**src/rtl/sha512_pkg.sv**
```systemverilog
// ----------------------------------------------------------------------------
// sha512_pkg
// Shared types and constants for the SHA-512 stream hasher.
// ----------------------------------------------------------------------------
package sha512_pkg;

    localparam int unsigned NumRounds = 80;
    localparam int unsigned BlockWords = 16;
    localparam int unsigned QueueDepth = 2;
    localparam logic [7:0] PadByte = 8'h80;

    // block handed from the front end to the compression engine
    typedef struct packed {
        logic [1023:0] data;
        logic          last;
    } t_block;

    typedef enum logic [1:0] {
        ST_IDLE,
        ST_ROUND,
        ST_ADD,
        ST_EMIT
    } t_eng_state;

    typedef enum logic [1:0] {
        FS_COLLECT,
        FS_PAD1,
        FS_PAD2
    } t_front_state;

    function automatic logic [63:0] round_k(input logic [6:0] idx);
        logic [63:0] k;
        case (idx)
            7'd0:  k = 64'h428a2f98d728ae22;  7'd1:  k = 64'h7137449123ef65cd;
            7'd2:  k = 64'hb5c0fbcfec4d3b2f;  7'd3:  k = 64'he9b5dba58189dbbc;
            7'd4:  k = 64'h3956c25bf348b538;  7'd5:  k = 64'h59f111f1b605d019;
            7'd6:  k = 64'h923f82a4af194f9b;  7'd7:  k = 64'hab1c5ed5da6d8118;
            7'd8:  k = 64'hd807aa98a3030242;  7'd9:  k = 64'h12835b0145706fbe;
            7'd10: k = 64'h243185be4ee4b28c;  7'd11: k = 64'h550c7dc3d5ffb4e2;
            7'd12: k = 64'h72be5d74f27b896f;  7'd13: k = 64'h80deb1fe3b1696b1;
            7'd14: k = 64'h9bdc06a725c71235;  7'd15: k = 64'hc19bf174cf692694;
            7'd16: k = 64'he49b69c19ef14ad2;  7'd17: k = 64'hefbe4786384f25e3;
            7'd18: k = 64'h0fc19dc68b8cd5b5;  7'd19: k = 64'h240ca1cc77ac9c65;
            7'd20: k = 64'h2de92c6f592b0275;  7'd21: k = 64'h4a7484aa6ea6e483;
            7'd22: k = 64'h5cb0a9dcbd41fbd4;  7'd23: k = 64'h76f988da831153b5;
            7'd24: k = 64'h983e5152ee66dfab;  7'd25: k = 64'ha831c66d2db43210;
            7'd26: k = 64'hb00327c898fb213f;  7'd27: k = 64'hbf597fc7beef0ee4;
            7'd28: k = 64'hc6e00bf33da88fc2;  7'd29: k = 64'hd5a79147930aa725;
            7'd30: k = 64'h06ca6351e003826f;  7'd31: k = 64'h142929670a0e6e70;
            7'd32: k = 64'h27b70a8546d22ffc;  7'd33: k = 64'h2e1b21385c26c926;
            7'd34: k = 64'h4d2c6dfc5ac42aed;  7'd35: k = 64'h53380d139d95b3df;
            7'd36: k = 64'h650a73548baf63de;  7'd37: k = 64'h766a0abb3c77b2a8;
            7'd38: k = 64'h81c2c92e47edaee6;  7'd39: k = 64'h92722c851482353b;
            7'd40: k = 64'ha2bfe8a14cf10364;  7'd41: k = 64'ha81a664bbc423001;
            7'd42: k = 64'hc24b8b70d0f89791;  7'd43: k = 64'hc76c51a30654be30;
            7'd44: k = 64'hd192e819d6ef5218;  7'd45: k = 64'hd69906245565a910;
            7'd46: k = 64'hf40e35855771202a;  7'd47: k = 64'h106aa07032bbd1b8;
            7'd48: k = 64'h19a4c116b8d2d0c8;  7'd49: k = 64'h1e376c085141ab53;
            7'd50: k = 64'h2748774cdf8eeb99;  7'd51: k = 64'h34b0bcb5e19b48a8;
            7'd52: k = 64'h391c0cb3c5c95a63;  7'd53: k = 64'h4ed8aa4ae3418acb;
            7'd54: k = 64'h5b9cca4f7763e373;  7'd55: k = 64'h682e6ff3d6b2b8a3;
            7'd56: k = 64'h748f82ee5defb2fc;  7'd57: k = 64'h78a5636f43172f60;
            7'd58: k = 64'h84c87814a1f0ab72;  7'd59: k = 64'h8cc702081a6439ec;
            7'd60: k = 64'h90befffa23631e28;  7'd61: k = 64'ha4506cebde82bde9;
            7'd62: k = 64'hbef9a3f7b2c67915;  7'd63: k = 64'hc67178f2e372532b;
            7'd64: k = 64'hca273eceea26619c;  7'd65: k = 64'hd186b8c721c0c207;
            7'd66: k = 64'heada7dd6cde0eb1e;  7'd67: k = 64'hf57d4f7fee6ed178;
            7'd68: k = 64'h06f067aa72176fba;  7'd69: k = 64'h0a637dc5a2c898a6;
            7'd70: k = 64'h113f9804bef90dae;  7'd71: k = 64'h1b710b35131c471b;
            7'd72: k = 64'h28db77f523047d84;  7'd73: k = 64'h32caab7b40c72493;
            7'd74: k = 64'h3c9ebe0a15c9bebc;  7'd75: k = 64'h431d67c49c100d4c;
            7'd76: k = 64'h4cc5d4becb3e42b6;  7'd77: k = 64'h597f299cfc657e2a;
            7'd78: k = 64'h5fcb6fab3ad6faec;  7'd79: k = 64'h6c44198c4a475817;
            default: k = '0;
        endcase
        return k;
    endfunction

    function automatic logic [63:0] init_hash(input logic [2:0] idx);
        logic [63:0] h;
        case (idx)
            3'd0: h = 64'h6a09e667f3bcc908;
            3'd1: h = 64'hbb67ae8584caa73b;
            3'd2: h = 64'h3c6ef372fe94f82b;
            3'd3: h = 64'ha54ff53a5f1d36f1;
            3'd4: h = 64'h510e527fade682d1;
            3'd5: h = 64'h9b05688c2b3e6c1f;
            3'd6: h = 64'h1f83d9abfb41bd6b;
            3'd7: h = 64'h5be0cd19137e2179;
            default: h = '0;
        endcase
        return h;
    endfunction

endpackage

```
**src/rtl/sha512_front.sv**
```systemverilog
// ----------------------------------------------------------------------------
// sha512_front
// Packs message bytes into 1024-bit blocks, appends padding and length.
// ----------------------------------------------------------------------------
module sha512_front (
    input  logic                 i_clk,
    input  logic                 i_rst_n,
    input  logic                 i_valid,
    output logic                 o_ready,
    input  logic [7:0]           i_byte,
    input  logic                 i_has_byte,
    input  logic                 i_eom,
    output logic                 o_blk_valid,
    input  logic                 i_blk_ready,
    output sha512_pkg::t_block   o_blk
);

    sha512_pkg::t_front_state r_state, n_state;
    logic [1023:0] r_buf, n_buf;
    logic [6:0]    r_fill, n_fill;
    logic [63:0]   r_bits, n_bits;
    logic [63:0]   r_len, n_len;
    logic          r_two, n_two;

    always_ff @(posedge i_clk) begin
        if (!i_rst_n) begin
            r_state <= sha512_pkg::FS_COLLECT;
            r_fill  <= '0;
            r_bits  <= '0;
        end else begin
            r_state <= n_state;
            r_fill  <= n_fill;
            r_bits  <= n_bits;
        end
        r_buf <= n_buf;
        r_len <= n_len;
        r_two <= n_two;
    end

    // byte k of the block sits at bits 1023-8k -: 8
    function automatic logic [1023:0] put_byte(input logic [1023:0] b,
                                               input logic [6:0] pos,
                                               input logic [7:0] v);
        logic [1023:0] r;
        r = b;
        r[10'd1023 - {pos, 3'b000} -: 8] = v;
        return r;
    endfunction

    // clear every byte from pos on; pos wraps to 0 past the last byte: keep all
    function automatic logic [1023:0] clear_from(input logic [1023:0] b,
                                                 input logic [6:0] pos);
        logic [1023:0] mask;
        mask = ~({1024{1'b1}} >> {pos, 3'b000});
        if (pos == 7'd0) mask = '1;
        return b & mask;
    endfunction

    logic [6:0]  w_fill1;
    logic [1023:0] w_buf1;
    logic        w_full;

    always_comb begin
        n_state     = r_state;
        n_buf       = r_buf;
        n_fill      = r_fill;
        n_bits      = r_bits;
        n_len       = r_len;
        n_two       = r_two;
        o_ready     = 1'b0;
        o_blk_valid = 1'b0;
        o_blk.data  = r_buf;
        o_blk.last  = 1'b0;
        w_buf1      = i_has_byte ? put_byte(r_buf, r_fill, i_byte) : r_buf;
        w_fill1     = i_has_byte ? r_fill + 7'd1 : r_fill;
        w_full      = i_has_byte && (r_fill == 7'd127);
        case (r_state)
            sha512_pkg::FS_COLLECT: begin
                // a full block goes out directly; the queue must be able to take it
                o_ready = i_blk_ready || !(w_full);
                if (i_valid && w_full) begin
                    o_ready = i_blk_ready;
                    o_blk_valid = 1'b1;
                    o_blk.data = w_buf1;
                end
                if (i_valid && o_ready) begin
                    n_buf  = w_buf1;
                    n_fill = w_fill1;
                    if (w_full) n_bits = r_bits + 64'd1024;
                    if (i_eom) begin
                        n_len = (w_full ? r_bits + 64'd1024 : r_bits)
                              + {54'd0, w_fill1, 3'b000};
                        n_buf = clear_from(put_byte(w_buf1, w_fill1, sha512_pkg::PadByte),
                                           w_fill1 + 7'd1);
                        if (w_fill1 == 7'd127) n_buf[0 +: 8] = sha512_pkg::PadByte;
                        n_two   = (w_fill1 > 7'd111);
                        n_state = sha512_pkg::FS_PAD1;
                    end
                end
            end
            sha512_pkg::FS_PAD1: begin
                o_blk_valid = 1'b1;
                o_blk.data  = r_two ? r_buf : {r_buf[1023:64], r_len};
                o_blk.last  = !r_two;
                if (i_blk_ready) begin
                    if (r_two) begin
                        n_buf   = '0;
                        n_state = sha512_pkg::FS_PAD2;
                    end else begin
                        n_fill  = '0;
                        n_bits  = '0;
                        n_state = sha512_pkg::FS_COLLECT;
                    end
                end
            end
            sha512_pkg::FS_PAD2: begin
                o_blk_valid = 1'b1;
                o_blk.data  = {960'd0, r_len};
                o_blk.last  = 1'b1;
                if (i_blk_ready) begin
                    n_fill  = '0;
                    n_bits  = '0;
                    n_state = sha512_pkg::FS_COLLECT;
                end
            end
            default: n_state = sha512_pkg::FS_COLLECT;
        endcase
    end

endmodule

```
**config.mk**
```make
export PLATFORM = sky130hd
export DESIGN_NAME = sha512_front
export DESIGN_NICKNAME = d
export VERILOG_FILES = /design/src/rtl/sha512_pkg.sv /design/src/rtl/sha512_front.sv
export SDC_FILE = /design/constraint.sdc
export NUM_CORES = 2
export LEC_CHECK = 0
export BUFFER_PORTS_ARGS = -buffer_cell sky130_fd_sc_hd__buf_2
export CAP_MARGIN = 20
export CORE_AREA = 2 2 516 518
export CTS_BUF_LIST = sky130_fd_sc_hd__clkbuf_2 sky130_fd_sc_hd__clkbuf_4 sky130_fd_sc_hd__clkbuf_8
export CTS_CLUSTER_DIAMETER = 50
export DETAILED_ROUTE_END_ITERATION = 10
export DIE_AREA = 0 0 518 520
export GPL_TIMING_DRIVEN = 1
export PLACE_DENSITY = 0.52
export SLEW_MARGIN = 20
export SYNTH_ARGS = -nofsm -noshare
export SYNTH_HDL_FRONTEND = slang
export SYNTH_SLANG_ARGS = --single-unit
```
**constraint.sdc**
```tcl
create_clock -name i_clk -period 110.5 [get_ports i_clk]
set_input_delay 16.575 -clock i_clk [delete_from_list [all_inputs] [get_ports i_clk]]
set_output_delay 16.575 -clock i_clk [all_outputs]
set_load 0.02 [all_outputs]
```
==> results.toml <==
[hold_path]
hold_class = "reg -> reg"

[synth]
synth_compound_area_share_pct = 12.01
synthTopCellsByArea = "edfxtp_1, nor2b_1, nor2_1, mux2i_1, a21oi_1"
yosysMostFrequentCell = "edfxtp_1"
ys.warnings.count = 0
synthSimpleGateAreaFrac_pct = 25.99
synth_fp_nets = 6925
synth_seq_cells = 1149
async_flop_share_pct = 0
synthTopCellsByCount = "edfxtp_1, nor2_1, nor2b_1"
synth-adder-area-share_pct = 0.3805
synth_edf_count = 1086
synth_xor_area_share_pct = 0.9208
syn-cell-area_mm2 = 0.06577
synth_top_family_by_area = "simple AND/OR/NAND/NOR gates"
synth_cells = 6891
yosysTopAreaCellShare_pct = 49.59
ys.flop_type = "edfxtp_1"
syn_area_per_cell_um2 = 9.544
yosysTopAreaCell = "edfxtp_1"
muxShareOfSynthArea_pct = 6.387
seq_area_frac_synth_pct = 51.50
ys_types = 89

[timing]
min_period_ns = 36.87
max_slew_margin_pct = 18.56
final-hold-violation-count = 0
slew_viol_final = 0
min_period_over_period_pct = 33.37
clock.fmax_mhz = 27.12
finalSetupViolations = 0
tns_ns = 0
clock_skew_ns = 0.1015
tightest_slew_ns = 1.216
grt_setup_unrepaired = "no"

[worst_setup_path]
end_kind = "output port"
cp.arrival_ns = 20.30
cp-startpoint = "i_has_byte"
crit_path_end = "o_blk[8]"
ff2ff_setup_slack_ns = 102.80
critical_path_class = "in -> out"
r2r-start = "r_fill[1]"
cp.required_ns = 93.92
reg2reg_depth = 17
r2r_end = "r_buf[247]"
start_kind = "input port"
cp_max_fo = 27

[outcome]
outcome = "finished, final reports clean"

[global_routing]
antenna_found_initial = 38
grt-ovfl-total = 0
grt_max_degree = 176
grt_use_total_pct = 26.62
grt_pass1_wl_mm = 503.3
grt_pass1_vias = 58671

[placed_design]
dpl.hpwl_mm = 278.0
io_buffers = 1040
placed_area_mm2 = 0.07561
dp.cells = 11208
gp_congestion = 0.9484

[die]
core.rowCount = 189
io_pins = 1041
core_area_mm2 = 0.2639
design.die.area_mm2 = 0.2694
die_h_um = 520
die_w_um = 518
start_util_pct = 24.92

[clock_tree]
cts_resized = 0
postCtsSetupBuffers = 0
cts.sinks = 1149
clockBufferDepth = 3
path_clk_slew_ns = 0.06
cts_tree = "built"
ctsHoldBuffers = 0
cts_root_buffer = "clkbuf_8"
htreeDepth = 4
insertion_delay_ns = 1.08
numCtsBuffers = 229

[route]
wl_met3_mm = 36.03
ant_nets = 0
drt_first_iter_violations = 8151
met1Wirelength_mm = 158.6
top_layer = "met5"
drtPass1Iterations = 6
vias = 62774
drc = 0
wl_met2_mm = 164.5
drt-wirelength-per-cell_um = 32.27
via_per_inst = 5.386
drt-total-wl_mm = 376.2

[final_layout]
stdcell_area_mm2 = 0.08091
area_growth_pct = 23.03
drive_above_1_share_pct = 22.54
stdcell_count = 11656
fillers = 27974
final_core_util_pct = 30.66
fin_nets = 7943

[flow_run]
cap_viol_max_count = 0

[power]
max-vdd-ir-drop_uv = 12.25
p_leak_uw = 0.02978
power_density_mw_per_mm2 = 18.05
[logic make-up (layout without fill, tap and decap cells)]
group                    after synthesis  in the layout
multiplexers                         415            415
AO/OA/AOI/OAI                       1295           1295
XOR/XNOR                              61             61
other                                  0             19
buffers and inverters                471           1684
adder cells (fa/ha/maj)               20             20
AND/OR/NAND/NOR                     3480           3480
flip-flops                          1149           1149
[routing by layer]
| layer | GRT usage, % | vias to the layer above |
|---|---|---|
| met2 | 40.47 | 3963 |
| met4 | 10.87 | 14 |
| met3 | 6.776 | 642 |
| li1 | - | 26771 |
| met1 | 35.88 | 31384 |
| met5 | 0 | - |
[layout make-up]
class | instances | area [um2] | area share (%)
Antenna cell | 19 | 47.55 | 0.05876
Clock buffer | 299 | 3771 | 4.661
Clock inverter | 127 | 1385 | 1.712
Inverter | 30 | 120.1 | 0.1485
Multi-Input combinational cell | 5271 | 30620 | 37.84
Sequential cell | 1149 | 33880 | 41.87
Tap cell | 3533 | 4420 | 5.463
Timing Repair Buffer | 1228 | 6674 | 8.248
[cells in the final DEF, fill, tap and decap left out, types with 55 or more instances in the layout]
cell type,n
nor2_1,1008
buf_4,180
mux2i_1,377
edfxtp_1,1086
nand2_1,625
a22oi_1,55
nor2b_1,1016
buf_2,1041
o21ai_0,340
nor3_1,329
clkbuf_8,244
dfxtp_1,60
clkbuf_4,55
a21oi_1,589
nand3_1,177
[worst max-delay path, cell delays in order]
cell and delay, ns:
buf_2 0.53, and4_1 0.61, nand3_1 0.38, or3_1 0.87
o21ai_1 0.69, a221o_1 0.38, buf_2 0.21
[sequential cells by signal, summed over array words and instances, names as in the netlist]
register and flops:
r_two 1, r_buf 1024, r_len 61, r_fill 7, r_bits 54, r_state 2
[stage by stage]
stage               setup WS [ns]  power [uW]  hold slack [ns]
floorplan                   14.82       906.4           0.4494
finish                      73.63        1461           0.4975
global route                73.58        1508           0.5104
CTS                         73.75        1465           0.4911
detailed placement          73.74       961.8           0.4775
global placement            73.89       958.7           0.4580
[worst min-delay path by stage]
stage	depth (start not counted)	startpoint	endpoint
after detailed placement	1	r_bits[62]	r_bits[62]
after CTS	1	r_bits[62]	r_bits[62]
after floorplan	1	r_bits[62]	r_bits[62]
after global routing	1	r_bits[62]	r_bits[62]
final	1	r_bits[62]	r_bits[62]
after global placement	1	r_bits[62]	r_bits[62]
[report_power, final]
group / switching (uW) / leakage (uW) / internal [uW] / total, uW
sequential: 32.1 / 0.0112 / 544 / 576
combinational: 281 / 0.0159 / 101 / 382
clock: 222 / 0.00266 / 281 / 502
total: 535 / 0.0298 / 926 / 1460
(Power assumes the default switching activity.)
